`src/hw/rtl/ase_pkg.sv`:
```
// ----------------------------------------------------------------------------
// ase_pkg
// Shared types, step codes and character helpers for the AIVDM sentence
// armor encoder.
// ----------------------------------------------------------------------------
`default_nettype none

package ase_pkg;

  // One unit of work handed from the front part to the back part
  typedef struct packed {
    logic        start;   // open a sentence: emit the prefix first
    logic [7:0]  chan;    // channel letter for the prefix
    logic        grp;     // emit one armored group of four characters
    logic [23:0] bytes;   // group bytes, first byte in the top bits
    logic        close;   // emit the trailer after any group
  } ase_cmd_t;

  localparam int unsigned CmdW = $bits(ase_cmd_t);

  // Character sequencer positions
  localparam int unsigned StepW = 5;
  typedef logic [StepW-1:0] ase_step_t;

  localparam ase_step_t STEP_BANG   = 5'd0;
  localparam ase_step_t STEP_PFXEND = 5'd11;
  localparam ase_step_t STEP_CHAN   = 5'd12;
  localparam ase_step_t STEP_COMMA1 = 5'd13;
  localparam ase_step_t STEP_GRP0   = 5'd14;
  localparam ase_step_t STEP_GRP3   = 5'd17;
  localparam ase_step_t STEP_COMMA2 = 5'd18;
  localparam ase_step_t STEP_ZERO   = 5'd19;
  localparam ase_step_t STEP_STAR   = 5'd20;
  localparam ase_step_t STEP_HEXHI  = 5'd21;
  localparam ase_step_t STEP_HEXLO  = 5'd22;
  localparam ase_step_t STEP_NL     = 5'd23;

  localparam logic [7:0] CHAR_COMMA = 8'h2C;
  localparam logic [7:0] CHAR_ZERO  = 8'h30;
  localparam logic [7:0] CHAR_STAR  = 8'h2A;
  localparam logic [7:0] CHAR_NL    = 8'h0A;

  // Fixed prefix text "!AIVDM,1,1,,"
  function automatic logic [7:0] prefix_char(input ase_step_t idx);
    logic [7:0] c;
    case (idx)
      5'd0:    c = 8'h21; // !
      5'd1:    c = 8'h41; // A
      5'd2:    c = 8'h49; // I
      5'd3:    c = 8'h56; // V
      5'd4:    c = 8'h44; // D
      5'd5:    c = 8'h4D; // M
      5'd6:    c = 8'h2C; // ,
      5'd7:    c = 8'h31; // 1
      5'd8:    c = 8'h2C; // ,
      5'd9:    c = 8'h31; // 1
      5'd10:   c = 8'h2C; // ,
      5'd11:   c = 8'h2C; // ,
      default: c = 8'h2C;
    endcase
    return c;
  endfunction

  // Six-bit value to armored ASCII, skipping the gap after 'W'
  function automatic logic [7:0] armor_char(input logic [5:0] v);
    logic [7:0] c;
    if (v >= 6'd40) c = {2'b00, v} + 8'd56;
    else            c = {2'b00, v} + 8'd48;
    return c;
  endfunction

  // Uppercase hex digit
  function automatic logic [7:0] hex_char(input logic [3:0] nib);
    logic [7:0] c;
    if (nib < 4'd10) c = 8'h30 + {4'h0, nib};
    else             c = 8'h37 + {4'h0, nib};
    return c;
  endfunction

endpackage

`default_nettype wire

```
`src/hw/rtl/ase_front.sv`:
```
// ----------------------------------------------------------------------------
// ase_front
// Accepts payload bytes, gathers them into groups of three and issues one
// command per byte that needs characters out.
// ----------------------------------------------------------------------------
`default_nettype none

module ase_front (
  input  wire logic             clk,
  input  wire logic             rst_n,
  input  wire logic             in_valid,
  output logic                  in_stall,
  input  wire logic [7:0]       in_data_byte,
  input  wire logic [7:0]       in_channel_char,
  input  wire logic             in_last_byte,
  input  wire logic             q_full,
  output logic                  q_push,
  output ase_pkg::ase_cmd_t     q_push_data
);
  import ase_pkg::*;

  logic        in_sentence_r, in_sentence_nxt;
  logic [1:0]  fill_r, fill_nxt;
  logic [7:0]  hi_r, hi_nxt;
  logic [7:0]  lo_r, lo_nxt;
  logic [1:0]  fill_old;
  logic        accept;
  ase_cmd_t    cmd;

  assign in_stall = q_full;
  assign accept   = in_valid && !q_full;

  // Classify the byte and build its command
  always_comb begin
    fill_old        = in_sentence_r ? fill_r : 2'd0;
    in_sentence_nxt = in_sentence_r;
    fill_nxt        = fill_r;
    hi_nxt          = hi_r;
    lo_nxt          = lo_r;
    cmd.start       = !in_sentence_r;
    cmd.chan        = in_channel_char;
    cmd.grp         = 1'b0;
    cmd.close       = in_last_byte;
    cmd.bytes       = 24'h0;
    if (fill_old == 2'd0) begin
      hi_nxt    = in_data_byte;
      fill_nxt  = 2'd1;
      cmd.bytes = {in_data_byte, 16'h0};
      cmd.grp   = in_last_byte;
    end else if (fill_old == 2'd1) begin
      lo_nxt    = in_data_byte;
      fill_nxt  = 2'd2;
      cmd.bytes = {hi_r, in_data_byte, 8'h0};
      cmd.grp   = in_last_byte;
    end else begin
      fill_nxt  = 2'd0;
      cmd.bytes = {hi_r, lo_r, in_data_byte};
      cmd.grp   = 1'b1;
    end
    if (in_last_byte) begin
      in_sentence_nxt = 1'b0;
      fill_nxt        = 2'd0;
    end else begin
      in_sentence_nxt = 1'b1;
    end
  end

  // Skip bytes that only fill the group
  assign q_push      = accept && (cmd.start || cmd.grp || cmd.close);
  assign q_push_data = cmd;

  // Hold group state
  always_ff @(posedge clk) begin
    if (!rst_n) begin
      in_sentence_r <= 1'b0;
      fill_r        <= 2'd0;
    end else if (accept) begin
      in_sentence_r <= in_sentence_nxt;
      fill_r        <= fill_nxt;
    end
  end

  always_ff @(posedge clk) begin
    if (accept) begin
      hi_r <= hi_nxt;
      lo_r <= lo_nxt;
    end
  end

endmodule

`default_nettype wire

```
`src/hw/rtl/ase_queue.sv`:
```
// ----------------------------------------------------------------------------
// ase_queue
// Two-entry command queue between the front and back parts.
// ----------------------------------------------------------------------------
`default_nettype none

module ase_queue (
  input  wire logic              clk,
  input  wire logic              rst_n,
  input  wire logic              push,
  input  wire ase_pkg::ase_cmd_t push_data,
  input  wire logic              pop,
  output ase_pkg::ase_cmd_t      pop_data,
  output logic                   full,
  output logic                   empty
);
  import ase_pkg::*;

  ase_cmd_t    mem_r [2];
  logic        wr_ptr_r;
  logic        rd_ptr_r;
  logic [1:0]  count_r;

  assign full     = (count_r == 2'd2);
  assign empty    = (count_r == 2'd0);
  assign pop_data = mem_r[rd_ptr_r];

  // Store pushed commands
  always_ff @(posedge clk) begin
    if (push) mem_r[wr_ptr_r] <= push_data;
  end

  // Advance pointers and count
  always_ff @(posedge clk) begin
    if (!rst_n) begin
      wr_ptr_r <= 1'b0;
      rd_ptr_r <= 1'b0;
      count_r  <= 2'd0;
    end else begin
      if (push) wr_ptr_r <= !wr_ptr_r;
      if (pop)  rd_ptr_r <= !rd_ptr_r;
      case ({push, pop})
        2'b10:   count_r <= count_r + 2'd1;
        2'b01:   count_r <= count_r - 2'd1;
        default: count_r <= count_r;
      endcase
    end
  end

endmodule

`default_nettype wire

```
`src/hw/rtl/ase_back.sv`:
```
// ----------------------------------------------------------------------------
// ase_back
// Character sequencer: walks prefix, armored group and trailer of each
// command, one character per unstalled cycle; keeps the running checksum.
// ----------------------------------------------------------------------------
`default_nettype none

module ase_back (
  input  wire logic              clk,
  input  wire logic              rst_n,
  input  wire logic              q_empty,
  input  wire ase_pkg::ase_cmd_t q_data,
  output logic                   q_pop,
  output logic                   out_valid,
  input  wire logic              out_stall,
  output logic [7:0]             out_char,
  output logic                   out_sentence_end
);
  import ase_pkg::*;

  logic        active_r;
  ase_cmd_t    cmd_r;
  ase_step_t   step_r, step_nxt, step_first;
  logic        step_done;
  logic [7:0]  xor_r, xor_nxt;
  logic        out_valid_r;
  logic [7:0]  out_char_r;
  logic        out_end_r;
  logic        out_free, adv, load;
  logic [7:0]  ch;
  logic [4:0]  sext_idx;
  logic [5:0]  sext;

  assign out_free = !out_valid_r || !out_stall;
  assign adv      = active_r && out_free;

  // Choose the next position, skipping absent parts
  always_comb begin
    step_done = 1'b0;
    step_nxt  = step_r + 5'd1;
    if (step_r == STEP_COMMA1) begin
      if (cmd_r.grp)        step_nxt = STEP_GRP0;
      else if (cmd_r.close) step_nxt = STEP_COMMA2;
      else                  step_done = 1'b1;
    end else if (step_r == STEP_GRP3) begin
      if (cmd_r.close) step_nxt = STEP_COMMA2;
      else             step_done = 1'b1;
    end else if (step_r >= STEP_NL) begin
      step_done = 1'b1;
    end
  end

  always_comb begin
    if (q_data.start)    step_first = STEP_BANG;
    else if (q_data.grp) step_first = STEP_GRP0;
    else                 step_first = STEP_COMMA2;
  end

  assign load  = !q_empty && (!active_r || (adv && step_done));
  assign q_pop = load;

  // Pick the current character
  always_comb begin
    sext_idx = step_r - STEP_GRP0;
    case (sext_idx[1:0])
      2'd0:    sext = cmd_r.bytes[23:18];
      2'd1:    sext = cmd_r.bytes[17:12];
      2'd2:    sext = cmd_r.bytes[11:6];
      default: sext = cmd_r.bytes[5:0];
    endcase
    if (step_r <= STEP_PFXEND)     ch = prefix_char(step_r);
    else if (step_r == STEP_CHAN)  ch = cmd_r.chan;
    else if (step_r == STEP_COMMA1 || step_r == STEP_COMMA2) ch = CHAR_COMMA;
    else if (step_r <= STEP_GRP3)  ch = armor_char(sext);
    else if (step_r == STEP_ZERO)  ch = CHAR_ZERO;
    else if (step_r == STEP_STAR)  ch = CHAR_STAR;
    else if (step_r == STEP_HEXHI) ch = hex_char(xor_r[7:4]);
    else if (step_r == STEP_HEXLO) ch = hex_char(xor_r[3:0]);
    else                           ch = CHAR_NL;
  end

  // Fold characters between '!' and '*' into the checksum
  always_comb begin
    xor_nxt = xor_r;
    if (step_r == STEP_BANG)      xor_nxt = 8'h00;
    else if (step_r <= STEP_ZERO) xor_nxt = xor_r ^ ch;
  end

  // Advance the sequencer
  always_ff @(posedge clk) begin
    if (!rst_n) begin
      active_r <= 1'b0;
      step_r   <= STEP_BANG;
      xor_r    <= 8'h00;
    end else begin
      if (adv) xor_r <= xor_nxt;
      if (load) begin
        active_r <= 1'b1;
        step_r   <= step_first;
      end else if (adv && step_done) begin
        active_r <= 1'b0;
      end else if (adv) begin
        step_r <= step_nxt;
      end
    end
  end

  always_ff @(posedge clk) begin
    if (load) cmd_r <= q_data;
  end

  // Output register
  always_ff @(posedge clk) begin
    if (!rst_n) begin
      out_valid_r <= 1'b0;
    end else if (adv) begin
      out_valid_r <= 1'b1;
    end else if (out_free) begin
      out_valid_r <= 1'b0;
    end
  end

  always_ff @(posedge clk) begin
    if (adv) begin
      out_char_r <= ch;
      out_end_r  <= (step_r == STEP_NL);
    end
  end

  assign out_valid        = out_valid_r;
  assign out_char         = out_char_r;
  assign out_sentence_end = out_end_r;

`ifndef SYNTHESIS
  a_end_is_newline: assert property (@(posedge clk) disable iff (!rst_n)
    out_valid_r && out_end_r |-> out_char_r == CHAR_NL)
    else $error("sentence end on a character other than newline");

  a_step_range: assert property (@(posedge clk) disable iff (!rst_n)
    active_r |-> step_r <= STEP_NL)
    else $error("sequencer position out of range");

  a_no_prefix_midsentence: assert property (@(posedge clk) disable iff (!rst_n)
    active_r && !cmd_r.start |-> step_r >= STEP_GRP0)
    else $error("prefix emitted for a command that does not open a sentence");

  a_load_when_free: assert property (@(posedge clk) disable iff (!rst_n)
    load |-> !active_r || (adv && step_done))
    else $error("command loaded while the previous one is unfinished");
`endif

endmodule

`default_nettype wire

```
`src/hw/rtl/ais_sentence_armor_encoder.sv`:
```
// ----------------------------------------------------------------------------
// ais_sentence_armor_encoder
// Turns AIS payload bytes into an NMEA AIVDM sentence, one ASCII character
// per output item, with six-bit armoring and XOR checksum trailer.
// ----------------------------------------------------------------------------
//  channel | direction | payload                                    | flow
//  in_     | input     | data_byte, channel_char, last_byte         | valid/stall
//  out_    | output    | out_char, sentence_end                     | valid/stall
//
//  One character leaves per cycle unless the output stalls: the back sequencer
//  is the limit, with a 14-character prefix, 4 characters per three bytes and a
//  6-character trailer. Input bytes enter one per cycle while the two-entry command
//  queue has room. A stalled output holds the sequencer; the front stalls only on
//  a full queue. Synchronous active-low reset returns every part to idle at once.
// ----------------------------------------------------------------------------
`default_nettype none

module ais_sentence_armor_encoder (
  input  wire logic       clk,
  input  wire logic       rst_n,
  input  wire logic       in_valid,
  output logic            in_stall,
  input  wire logic [7:0] in_data_byte,
  input  wire logic [7:0] in_channel_char,
  input  wire logic       in_last_byte,
  output logic            out_valid,
  input  wire logic       out_stall,
  output logic [7:0]      out_char,
  output logic            out_sentence_end
);
  import ase_pkg::*;

  logic      q_full, q_empty, q_push, q_pop;
  ase_cmd_t  q_push_data, q_pop_data;

  ase_front u_front (
    .clk             (clk),
    .rst_n           (rst_n),
    .in_valid        (in_valid),
    .in_stall        (in_stall),
    .in_data_byte    (in_data_byte),
    .in_channel_char (in_channel_char),
    .in_last_byte    (in_last_byte),
    .q_full          (q_full),
    .q_push          (q_push),
    .q_push_data     (q_push_data)
  );

  ase_queue u_queue (
    .clk       (clk),
    .rst_n     (rst_n),
    .push      (q_push),
    .push_data (q_push_data),
    .pop       (q_pop),
    .pop_data  (q_pop_data),
    .full      (q_full),
    .empty     (q_empty)
  );

  ase_back u_back (
    .clk              (clk),
    .rst_n            (rst_n),
    .q_empty          (q_empty),
    .q_data           (q_pop_data),
    .q_pop            (q_pop),
    .out_valid        (out_valid),
    .out_stall        (out_stall),
    .out_char         (out_char),
    .out_sentence_end (out_sentence_end)
  );

endmodule

`default_nettype wire
```
`config.mk`:
```
export PLATFORM = sky130hd
export DESIGN_NAME = ais_sentence_armor_encoder
export DESIGN_NICKNAME = d
export VERILOG_FILES = /design/src/hw/rtl/ase_pkg.sv /design/src/hw/rtl/ase_front.sv /design/src/hw/rtl/ase_queue.sv /design/src/hw/rtl/ase_back.sv /design/src/hw/rtl/ais_sentence_armor_encoder.sv
export SDC_FILE = /design/constraint.sdc
export NUM_CORES = 1
export LEC_CHECK = 0
export CAP_MARGIN = 30
export CORE_ASPECT_RATIO = 0.6
export CORE_UTILIZATION = 60
export DETAILED_ROUTE_END_ITERATION = 8
export DONT_BUFFER_PORTS = 1
export PLACE_DENSITY = 0.76
export SYNTH_ARGS = -nofsm -noshare
export SYNTH_HDL_FRONTEND = slang
export SYNTH_SLANG_ARGS = --single-unit
```
`constraint.sdc`:
```
create_clock -name clk -period 4.6 [get_ports clk]
set_input_delay 0 -clock clk [delete_from_list [all_inputs] [get_ports clk]]
set_output_delay 0 -clock clk [all_outputs]
set_load 0.1 [all_outputs]
```
# [Word-level counts from Yosys, hierarchy flattened]
# Memory sizes are Yosys's and may differ from the RTL's. A register that Yosys moved wholly into a read port is not among the register bits.
# Cells that the tools add are included.
[word_totals] reg_bits=81 ram_bits=70 romBits=112 in_bits=21 wordCells=132 mem_count=2
[classes] addsub=10 order_cmp=7 eq_ne=16 muxes=47 n_bitwise=2 n_reduce_logical=31
[mem_list] memory="(name not given)" words=16 word_bits=7 rd=1 rd_clocked_by_memory_dff=1 wr=0 line_no="ase_pkg.sv:46" text="case (idx)"
[mem_list] memory="u_queue.mem_r" words=2 word_bits=35 rd=1 rd_clocked_by_memory_dff=1 wr=1 line_no="ase_queue.sv:19" text="ase_cmd_t mem_r [2];"
[op_table] op="8-bit 2-to-1 mux" n=14
[op_table] op="25-bit 2-to-1 mux" n=2
[op_table] op="5-bit 2-to-1 mux" n=9
[op_table] op="5-bit == test, second input constant" n=7
[op_table] op="6-bit by 4-bit adder with 7-bit output, first input constant" n=4
[op_table] op="6-bit case mux with 3 select lines" n=1
[op_table] op="6-bit by 6-bit adder with 7-bit output, second input constant" n=2
[op_table] op="1-bit 2-to-1 mux" n=14
[op_table] op="5-bit by 4-bit == test with 1-bit output, second input constant" n=2
[op_table] op="5-bit less-or-equal comparator, second input constant" n=2
[op_table] op="2-bit nonzero test" n=5
[op_table] op="1-bit zero test" n=8
[op_table] op="4-bit < comparator, second input constant" n=2
[op_table] op="2-bit 2-to-1 mux" n=4
[op_table] op="4-bit 2-to-1 mux" n=2
[op_table] op="8-bit bitwise XOR" n=1
[op_table] op="2-bit by 1-bit == test with 1-bit output, second input constant" n=3
[op_table] op="2-bit == test, second input constant" n=3
[op_table] op="6-bit greater-or-equal comparator, second input constant" n=1
[op_table] op="2-bit zero test" n=3
[op_table] op="2-bit AND reduction" n=3
[op_table] op="5-bit by 1-bit adder with 5-bit output, second input constant" n=1
[op_table] op="5-bit greater-or-equal comparator, second input constant" n=1
[op_table] op="5-bit by 4-bit less-or-equal comparator with 1-bit output, second input constant" n=1
[op_table] op="other kinds (10)" n=18

# [Depth between registers and ports, before layout]
# Gate-level depths: netlist of the first run.
[logic_depth] ltp_word=13 mapped_depth=12

# [By module]
# Synthesis of the first run repeated with hierarchy kept, for this count alone.
[hier_totals] hier_cells=564 area_unflattened_um2=7325.8
[modules_own_cells] module="ase_back" n_inst=1 cells_each=342 area_per_inst_um2=3538.4 seq_area_each_um2=1731.7
[modules_own_cells] module="ase_queue" n_inst=1 cells_each=131 area_per_inst_um2=2732.6 seq_area_each_um2=2202.1
[modules_own_cells] module="ase_front" n_inst=1 cells_each=91 area_per_inst_um2=1054.8 seq_area_each_um2=540.5

# [Worst setup path before layout of the first run]
# No wires, ideal clock.
[synth_path] kind="register -> register" from="register u_back.step_r[1]" to="register with a tool-made name" setup_time_ns=0.095 arrival_time_ns=3.178 t_required_ns=4.505 path_slack_ns=1.327 stages_incl_launch_ff=12 period_less_slack_ns=3.273 path_cell_list="dfxtp_1 inv_1 ha_1 mux2i_1 o221a_1 o32ai_4 nand2_1 o221a_4 nand2_1 inv_1 ha_1 a221oi_1"
[synth_rtl] item="from (decl)" line_no="ase_back.sv:23" text="ase_step_t step_r, step_nxt, step_first;"
[synth_rtl] item="from (signal assigned)" line_no="ase_back.sv:99" text="step_r <= step_first;"
[synth_rtl] item="from (signal assigned)" line_no="ase_back.sv:103" text="step_r <= step_nxt;"

==> results by group, run 1 <==
Power and ir drop
  • PwrDens: 677 nW/um^2
  • Sw Share: 37.0%
  • Total chip power: 5.44 mW
  • Combinational power share: 30.2%
  • Static leakage: 2.79 nW
  • Switching power: slightly above 2 mW
  • Maximum vdd ir drop: 0.000415 V
  • Sequential Power Share: 44.7%
  • Internal power: 3.43 mW
  • Clk pwr share: 25.1%

Clock network
  • Cts bufs inserted: 17
  • CTS sink count: 159
  • H-tree Lvls: 4
  • CTS max path bufs: 2
  • Worst-Skew Late Latency: 420 ps
  • CTS tree: yes
  • Reg clk slew, reported paths: 70 ps
  • Root Driver: clkbuf_16

Placed design
  • Placed Cells: just under 700
  • Dpl ws: 1290 ps
  • # port buffers: 0
  • Post-DP Area: 7270 um^2
  • Post-DP HPWL: about 10,000 um
  • RD Place Congestion: about 0.91

Run status
  • Status: complete, no violations

GRT
  • GR Overflow Total: 0
  • First-pass GRT wire length: 23,800 um
  • Largest net degree at the start of global routing: 34
  • Gr busiest metal: met1
  • GRT met2 Usage: 35.4%
  • Met3 Use GR: 6.46%
  • Overall routing resource usage: between 20% and 30%
  • Initial antenna violation count: 0
  • Grt met1 use: 42.5%
  • Number of global-route vias before repair: 4,222

Cells and area
  • Final Util: 70.4%
  • Area growth from synthesis to layout: 13.5%
  • Diodes inserted: 0
  • # fillers: between 700 and 800
  • Cell area after layout: between 8000 and 9000 um^2
  • Share of layout cells above drive strength 1: 17.7%
  • Finished Layout Cells: 725
  • Nets: 586

Critical path
  • CP required: approximately 5000 ps
  • Setup CP Type: register to register
  • Startpoint Class: register
  • CP arrival: 3680 ps
  • Crit-path max FO: 16
  • CP Capture Type: register

Logic synthesis
  • Synthesized area: slightly above 7000 um^2
  • Sequential area share after synthesis: 63.2%
  • Flip-flop and latch count after synthesis: ~160
  • Syn avg cell area: 13.3 um^2
  • Post-synthesis cell type count: 74
  • Syn_nets: 566
  • Ys async rst share: 0%
  • Top FF cell, synth: edfxtp_1
  • Post-synth EDFFs: 129
  • Mapped Cells: around 530
  • Yosys warns: 0

Die
  • # rows: 30
  • Core Region: between 10,000 and 15,000 um^2
  • Starting density of the core: 62.1%
  • Die Wd: 142 um
  • Top-level I/O count: 32
  • Die area: between 10,000 and 15,000 um^2
  • Die height: about 86 um

Drt
  • Total number of vias: 4,505
  • DRC viols: 0
  • Post-DRT Antenna Nets: 0
  • Vias/cell: 6.21
  • Post-Route WL: 15,100 um
  • DRT Pass-1 Iters: 7
  • Initial drt markers: 523
  • Routed wire per std cell: 20.8 um

STA
  • Hold WS: about 120 ps
  • Unrepaired setup endpoints after global routing: false
  • Worst Slack Setup Final: roughly 1200 ps
  • Final Hold Viols: 0
  • Clock Skew: 11.1 ps
  • F_max: 296 MHz
  • Max_slew headroom: roughly 31%
  • Max-slew violations: 0
  • Worst-Margin Slew: 1030 ps
  • Setup TNS: 0 ps
  • Setup Viol. Count Final: 0
  • Fin crit share: between 70 and 80%
  • Min Tclk post-route: ~3400 ps

Flow run
  • Maxcap violations: 0

Min path
  • Worst min path class: input port to register
==> power groups by stage <==
stage	registers, mW	logic (mW)	clock network (mW)
after floorplan	2.34	1.26	0
after global placement	2.45	1.54	0
after detailed placement	2.45	1.59	0
after CTS	2.43	1.62	1.39
after global routing	2.47	1.78	1.44
final	2.43	1.64	1.37
==> sequential cells by signal, indices dropped and copies added, names as in the netlist, named ones only <==
register                 count
u_back.out_sentence_end      1
u_queue.mem_r               70
u_queue.rd_ptr_r             1
u_back.step_r                5
u_queue.count_r              2
u_front.fill_r               2
u_back.out_char              8
u_front.lo_r                 8
u_back.cmd_r                34
u_back.active_r              1
u_front.hi_r                 8
u_back.xor_r                 8
u_queue.wr_ptr_r             1
u_back.out_valid             1
u_front.in_sentence_r        1
==> cell type report <==
cell class	count	area, um^2	share of cell area (%)
Tap cell	160	200	2.49
Sequential cell	159	4470	55.7
Timing Repair Buffer	25	263	3.27
Inverter	29	109	1.35
Clock buffer	21	440	5.48
Multi-Input combinational cell	320	2420	30.1
Clock inverter	11	131	1.63
==> placed cells by master, fill, tap and decap left out, types with 5 or more instances in the layout <==
| cell type | Yosys | layout |
|---|---|---|
| o21ai_0 | 20 | 20 |
| inv_1 | 26 | 26 |
| nand2b_1 | 8 | 8 |
| a211oi_1 | 5 | 5 |
| xnor2_1 | 7 | 7 |
| or3_1 | 6 | 6 |
| nor2_1 | 41 | 39 |
| a21oi_1 | 19 | 19 |
| a222oi_1 | 7 | 7 |
| a22oi_1 | 14 | 14 |
| clkbuf_16 | 0 | 17 |
| edfxtp_1 | 129 | 129 |
| and2_1 | 8 | 8 |
| dfxtp_1 | 30 | 30 |
| o21ai_1 | 5 | 5 |
| ha_1 | 13 | 13 |
| nand3_1 | 5 | 5 |
| mux2_2 | 45 | 45 |
| and3_1 | 10 | 10 |
| dlygate4sd3_1 | 0 | 20 |
| nand2_1 | 23 | 23 |
==> synthesized netlist by cell type, types with 2 or more instances <==
cell | n | area share [%]
edfxtp_1 | 129 | 55
a21o_1 | 3 | 0.32
or2_2 | 2 | 0.18
a222oi_1 | 7 | 0.99
o21ba_2 | 2 | 0.28
a21boi_0 | 2 | 0.21
nand3_1 | 5 | 0.35
xnor2_1 | 7 | 0.87
nor3_1 | 3 | 0.21
a221oi_1 | 4 | 0.49
or3_1 | 6 | 0.53
ha_1 | 13 | 2.3
buf_2 | 5 | 0.35
o21ai_0 | 20 | 1.4
nand2b_1 | 8 | 0.71
inv_2 | 2 | 0.11
and3_1 | 10 | 0.88
nor2b_1 | 3 | 0.26
nor4_2 | 2 | 0.35
o22ai_1 | 4 | 0.35
nand2_1 | 23 | 1.2
clkbuf_1 | 19 | 1.0
a31oi_1 | 4 | 0.35
and4b_1 | 2 | 0.28
nand4_1 | 2 | 0.18
nor3b_1 | 4 | 0.42
o21bai_1 | 2 | 0.21
o32ai_4 | 2 | 0.78
a21oi_1 | 19 | 1.3
a22oi_1 | 14 | 1.5
nor2_1 | 41 | 2.2
inv_1 | 26 | 1.4
mux2i_1 | 4 | 0.57
mux2_2 | 45 | 7.2
o21ai_1 | 5 | 0.35
o21a_1 | 2 | 0.21
dfxtp_1 | 30 | 8.5
xor2_1 | 2 | 0.25
a211oi_1 | 5 | 0.53
o211ai_1 | 2 | 0.21
nor4_1 | 2 | 0.18
and2_1 | 8 | 0.71
==> kinds of logic (layout without fill, tap and decap cells) <==
family / Yosys count / count (layout) / synth area share, %
buf+inv: 53 / 86 / 2.90
fa+ha+maj: 13 / 13 / 2.30
mux: 49 / 49 / 7.72
xor+xnor: 9 / 9 / 1.11
compound gates: 121 / 121 / 13.1
flops: 159 / 159 / 63.2
simple gates: 128 / 128 / 9.73
==> final timing paths <==
path,slack (ps),end,startpoint,depth (start not counted)
max,1220,register,u_back.step_r[0]$_SDFFE_PN0N_,10
max reg2reg,1220,register,u_back.step_r[0]$_SDFFE_PN0N_,10
min,120,u_front.hi_r[7]$_DFFE_PP_,in_valid,1
min reg2reg,540,u_queue.rd_ptr_r$_SDFFE_PN0P_,u_queue.rd_ptr_r$_SDFFE_PN0P_,2
==> critical path, stage by stage (launching register included) <==
cell and delay, ps:
dfxtp_1 510, ha_1 600, mux2i_1 190, o221a_1 350
o32ai_4 580, nand2_1 170, o221a_4 200, nand2_1 120
inv_1 80, ha_1 210, a221oi_1 250
==> routing by layer <==
metal	share of wire [%]	up-vias
met5	0	-
met4	0.70	0
met3	7.9	14
met2	42	211
met1	50	2204
li1	-	2076
==> repair_timing <==
item                      4_1_cts  5_1_grt
hold endpoints to repair       96        0
resized for setup               0        0
hold buffers                   20        0
buffers inserted                0        0
Power figures use the tool's default switching activity.
==> run 2: changes to the inputs <==
Settings changed: ABC_AREA set to 1, CORE_UTILIZATION 60 to 57, PLACE_DENSITY 0.76 to 0.75.
Clock period 4.6 ns to 2.9 ns, I/O delays scaled along.
==> results by group, run 2 <==
Run status
  • Status: complete, no violations (unchanged)

GRT
  • First-pass GRT wire length: 23,800 um (about the same)
  • Overall routing resource usage: 24.9% (was 26.7%)
  • Number of global-route vias before repair: 4,578 (was 4,222)
  • Largest net degree at the start of global routing: 40 (was 34)
  • Initial antenna violation count: 0 (unchanged)
  • GR Overflow Total: 0 (unchanged)

STA
  • Setup TNS: 0 ps (unchanged)
  • F_max: 380 MHz (was 296 MHz)
  • Final Hold Viols: 0 (unchanged)
  • Max-slew violations: 0 (unchanged)
  • Fin crit share: 90.8% (was 73.4%)
  • Setup Viol. Count Final: 0 (unchanged)
  • Max_slew headroom: 36.8% (was 30.9%)
  • Worst-Margin Slew: 951 ps (was 1030 ps)
  • Min Tclk post-route: 2630 ps (was 3380 ps)
  • Unrepaired setup endpoints after global routing: false (unchanged)
  • Clock Skew: 10.6 ps (was 11.1 ps)

Logic synthesis
  • Top FF cell, synth: edfxtp_1 (unchanged)
  • Ys async rst share: 0% (unchanged)
  • Post-synthesis cell type count: 39 (was 74)
  • Synthesized area: 7170 um^2 (was 7080 um^2)
  • Leading area contributor after synthesis: edfxtp_1 (unchanged)
  • Top cells by count, synth: 141 x nand2_1, 129 x edfxtp_1, 63 x inv_1 (was 129 x edfxtp_1, 45 x mux2_2, 41 x nor2_1)
  • Post-Synth Simple-Gate Area: 18.3% (was 9.73%)
  • Synth top area share: 54.0% (was 54.7%)
  • Top cells by area, synth: edfxtp_1 54%, dfxtp_1 8.4%, nand2_1 7.4%, mux2_2 5.3%, nand3_1 3.7% (was edfxtp_1 55%, dfxtp_1 8.5%, mux2_2 7.2%, ha_1 2.3%, nor2_1 2.2%)
  • Flip-flop and latch count after synthesis: 159 (unchanged)
  • Synth Area in XOR/XNOR: 0.244% (was 1.11%)
  • Mapped Cells: 661 (was 532)
  • Mux contribution to synthesized area: 5.34% (was 7.72%)
  • Syn_nets: 695 (was 566)
  • Post-synth EDFFs: 129 (unchanged)
  • Syn avg cell area: 10.8 um^2 (was 13.3 um^2)
  • Main combinational cell family by area after synthesis: simple AND/OR/NAND/NOR gates (was compound AO/OA/AOI/OAI gates)
  • Adder-cell share of the synthesized area: 2.27% (was 2.30%)
  • Yosys warns: 0 (unchanged)
  • Sequential area share after synthesis: 62.4% (was 63.2%)
  • Synth Area in Compound Gates: 6.49% (was 13.1%)
  • Cell with the most instances after synthesis: nand2_1 (was edfxtp_1)

Cells and area
  • Final Util: 68.2% (was 70.4%)
  • Max reg flops: 70 (unchanged)
  • Share of layout cells above drive strength 1: 19.2% (was 17.7%)
  • # fillers: 873 (was 798)
  • Commonest non-fill, non-tap cells in the layout: 141 x nand2_1, 129 x edfxtp_1, 62 x inv_1 (was 129 x edfxtp_1, 45 x mux2_2, 39 x nor2_1)
  • Cell area after layout: 8280 um^2 (was 8040 um^2)
  • Most common cell after layout, fill and taps aside: nand2_1 (was edfxtp_1)
  • Nets: 736 (was 586)
  • Area growth from synthesis to layout: 15.5% (was 13.5%)
  • Most flops, register: u_queue.mem_r (unchanged)
  • Largest registers: u_queue.mem_r: 70 flops, u_back.cmd_r: 34 flops (unchanged)
  • Diodes inserted: 0 (unchanged)

Placed design
  • Post-DP Area: 7510 um^2 (was 7270 um^2)
  • # port buffers: 0 (unchanged)
  • RD Place Congestion: 0.899 (was 0.915)
  • Post-DP HPWL: 10,500 um (was 10,200 um)

Clock network
  • Cts bufs inserted: 17 (unchanged)
  • Reg clk slew, reported paths: 70 ps (about the same)
  • CTS sink count: 159 (unchanged)
  • CTS max path bufs: 2 (unchanged)
  • Post-CTS setup buffer count: 0 (unchanged)
  • CTS tree: yes (unchanged)
  • H-tree Lvls: 4 (unchanged)
  • Root Driver: clkbuf_16 (unchanged)
  • Worst-Skew Late Latency: 420 ps (about the same)

Drt
  • DRT Pass-1 Iters: 4 (was 7)
  • Post-Route WL: 15,100 um (about the same)
  • Total number of vias: 4,859 (was 4,505)
  • Initial drt markers: 423 (was 523)
  • Vias/cell: 5.52 (was 6.21)
  • Routed wire per std cell: 17.1 um (was 20.8 um)
  • DRC viols: 0 (unchanged)
  • Post-DRT Antenna Nets: 0 (unchanged)

Critical path
  • Setup CP Type: register to register (unchanged)
  • Launch point of the critical path: u_back.step_r[1]$_SDFFE_PN0N_ (was u_back.step_r[0]$_SDFFE_PN0N_)
  • Startpoint Class: register (unchanged)
  • CP required: 3220 ps (was 4900 ps)
  • Crit-path max FO: 7 (was 16)
  • CP arrival: 2950 ps (was 3680 ps)
  • CP Capture Type: register (unchanged)
  • Worst r2r src: u_back.step_r[1]$_SDFFE_PN0N_ (was u_back.step_r[0]$_SDFFE_PN0N_)

Min path
  • Worst min path class: input port to register (unchanged)
  • Beginning of the worst hold path: in_valid (unchanged)

Power and ir drop
  • Static leakage: 3.23 nW (was 2.79 nW)
  • PwrDens: 1080 nW/um^2 (was 677 nW/um^2)
  • Maximum vdd ir drop: 0.000694 V (was 0.000415 V)

Die
  • Starting density of the core: 59.1% (was 62.1%)
  • Die height: 88.9 um (was 86.2 um)
  • Die area: 13,000 um^2 (was 12,300 um^2)
  • Core Region: 12,100 um^2 (was 11,400 um^2)
  • Die Wd: 147 um (was 142 um)
  • # rows: 31 (was 30)
  • Top-level I/O count: 32 (unchanged)

Flow run
  • Maxcap violations: 0 (unchanged)
## run 2: critical path, stage by stage (launching register included)
cell     delay (ps)
dfxtp_1         360
inv_1           150
ha_2            250
nand2_1          90
nor2_1          130
nand2_1         100
nand2_2         100
inv_2            50
nand2_1         100
nand2_2         130
o21ai_2         160
nand2_1          80
nand2_2         100
nand2_2         100
ha_1            330
inv_1            50
nand3_1          70
nand3_1         120
nand2_1          50
## run 2: what timing repair did
item | 4_1_cts | 5_1_grt
resized for setup | 0 | 4
hold endpoints to repair | 105 | 0
hold buffers | 19 | 0
endpoints found under the setup margin | 0 | 2
## run 2: worst paths after layout
kind / endpoint / slack, ps / depth (start not counted)
hold / removal: u_front.fill_r[1]$_SDFFE_PN0P_ / 40 / 3
setup / recovery: register / 270 / 18
hold reg to reg: register / 460 / 1
setup reg to reg: register / 270 / 18
## run 2: per-stage QoR
stage	cells	total power [mW]	worst slack [ps]	hold slack, ps
2_1_floorplan	661	5.98	40.9	98.9
3_3_place_gp	825	6.61	351	99.0
3_5_place_dp	829	6.76	279	99.0
4_1_cts	880	8.97	194	47.9
5_1_grt	880	9.47	1.04	86.6
6_report	880	8.97	267	43.8
## run 2: logic make-up (layout without fill, tap and decap cells)
logic type / Yosys count / after routing
buffers and inverters: 88 / 142
XOR/XNOR: 2 / 2
adder cells (fa/ha/maj): 13 / 13
AND/OR/NAND/NOR: 287 / 287
multiplexers: 34 / 34
flip-flops: 159 / 159
AO/OA/AOI/OAI: 78 / 78
## run 2: area by class of cell
cell class / instances / area (um^2) / share of cell area, %
Sequential cell: 159 / 4480 / 54.1
Multi-Input combinational cell: 414 / 2380 / 28.7
Clock buffer: 17 / 425 / 5.14
Timing Repair Buffer: 37 / 368 / 4.44
Inverter: 73 / 279 / 3.37
Tap cell: 165 / 206 / 2.49
Clock inverter: 15 / 146 / 1.77
## run 2: report_power, final
part | internal [mW] | switching, mW
clock | 1.15 | 1.01
combinational | 1.03 | 1.94
sequential | 3.23 | 0.609
total | 5.41 | 3.56
## run 2: per-layer routing
metal  routed length (um)  up-vias  part of all wire (%)  track usage, %
li1                     -     2354                     -               -
met5                    0        -                     0               0
met4                  197        0                   1.3            9.38
met1                 7200     2310                    48            36.1
met2                 6670      173                    44            37.7
met3                  994       22                   6.6            4.59
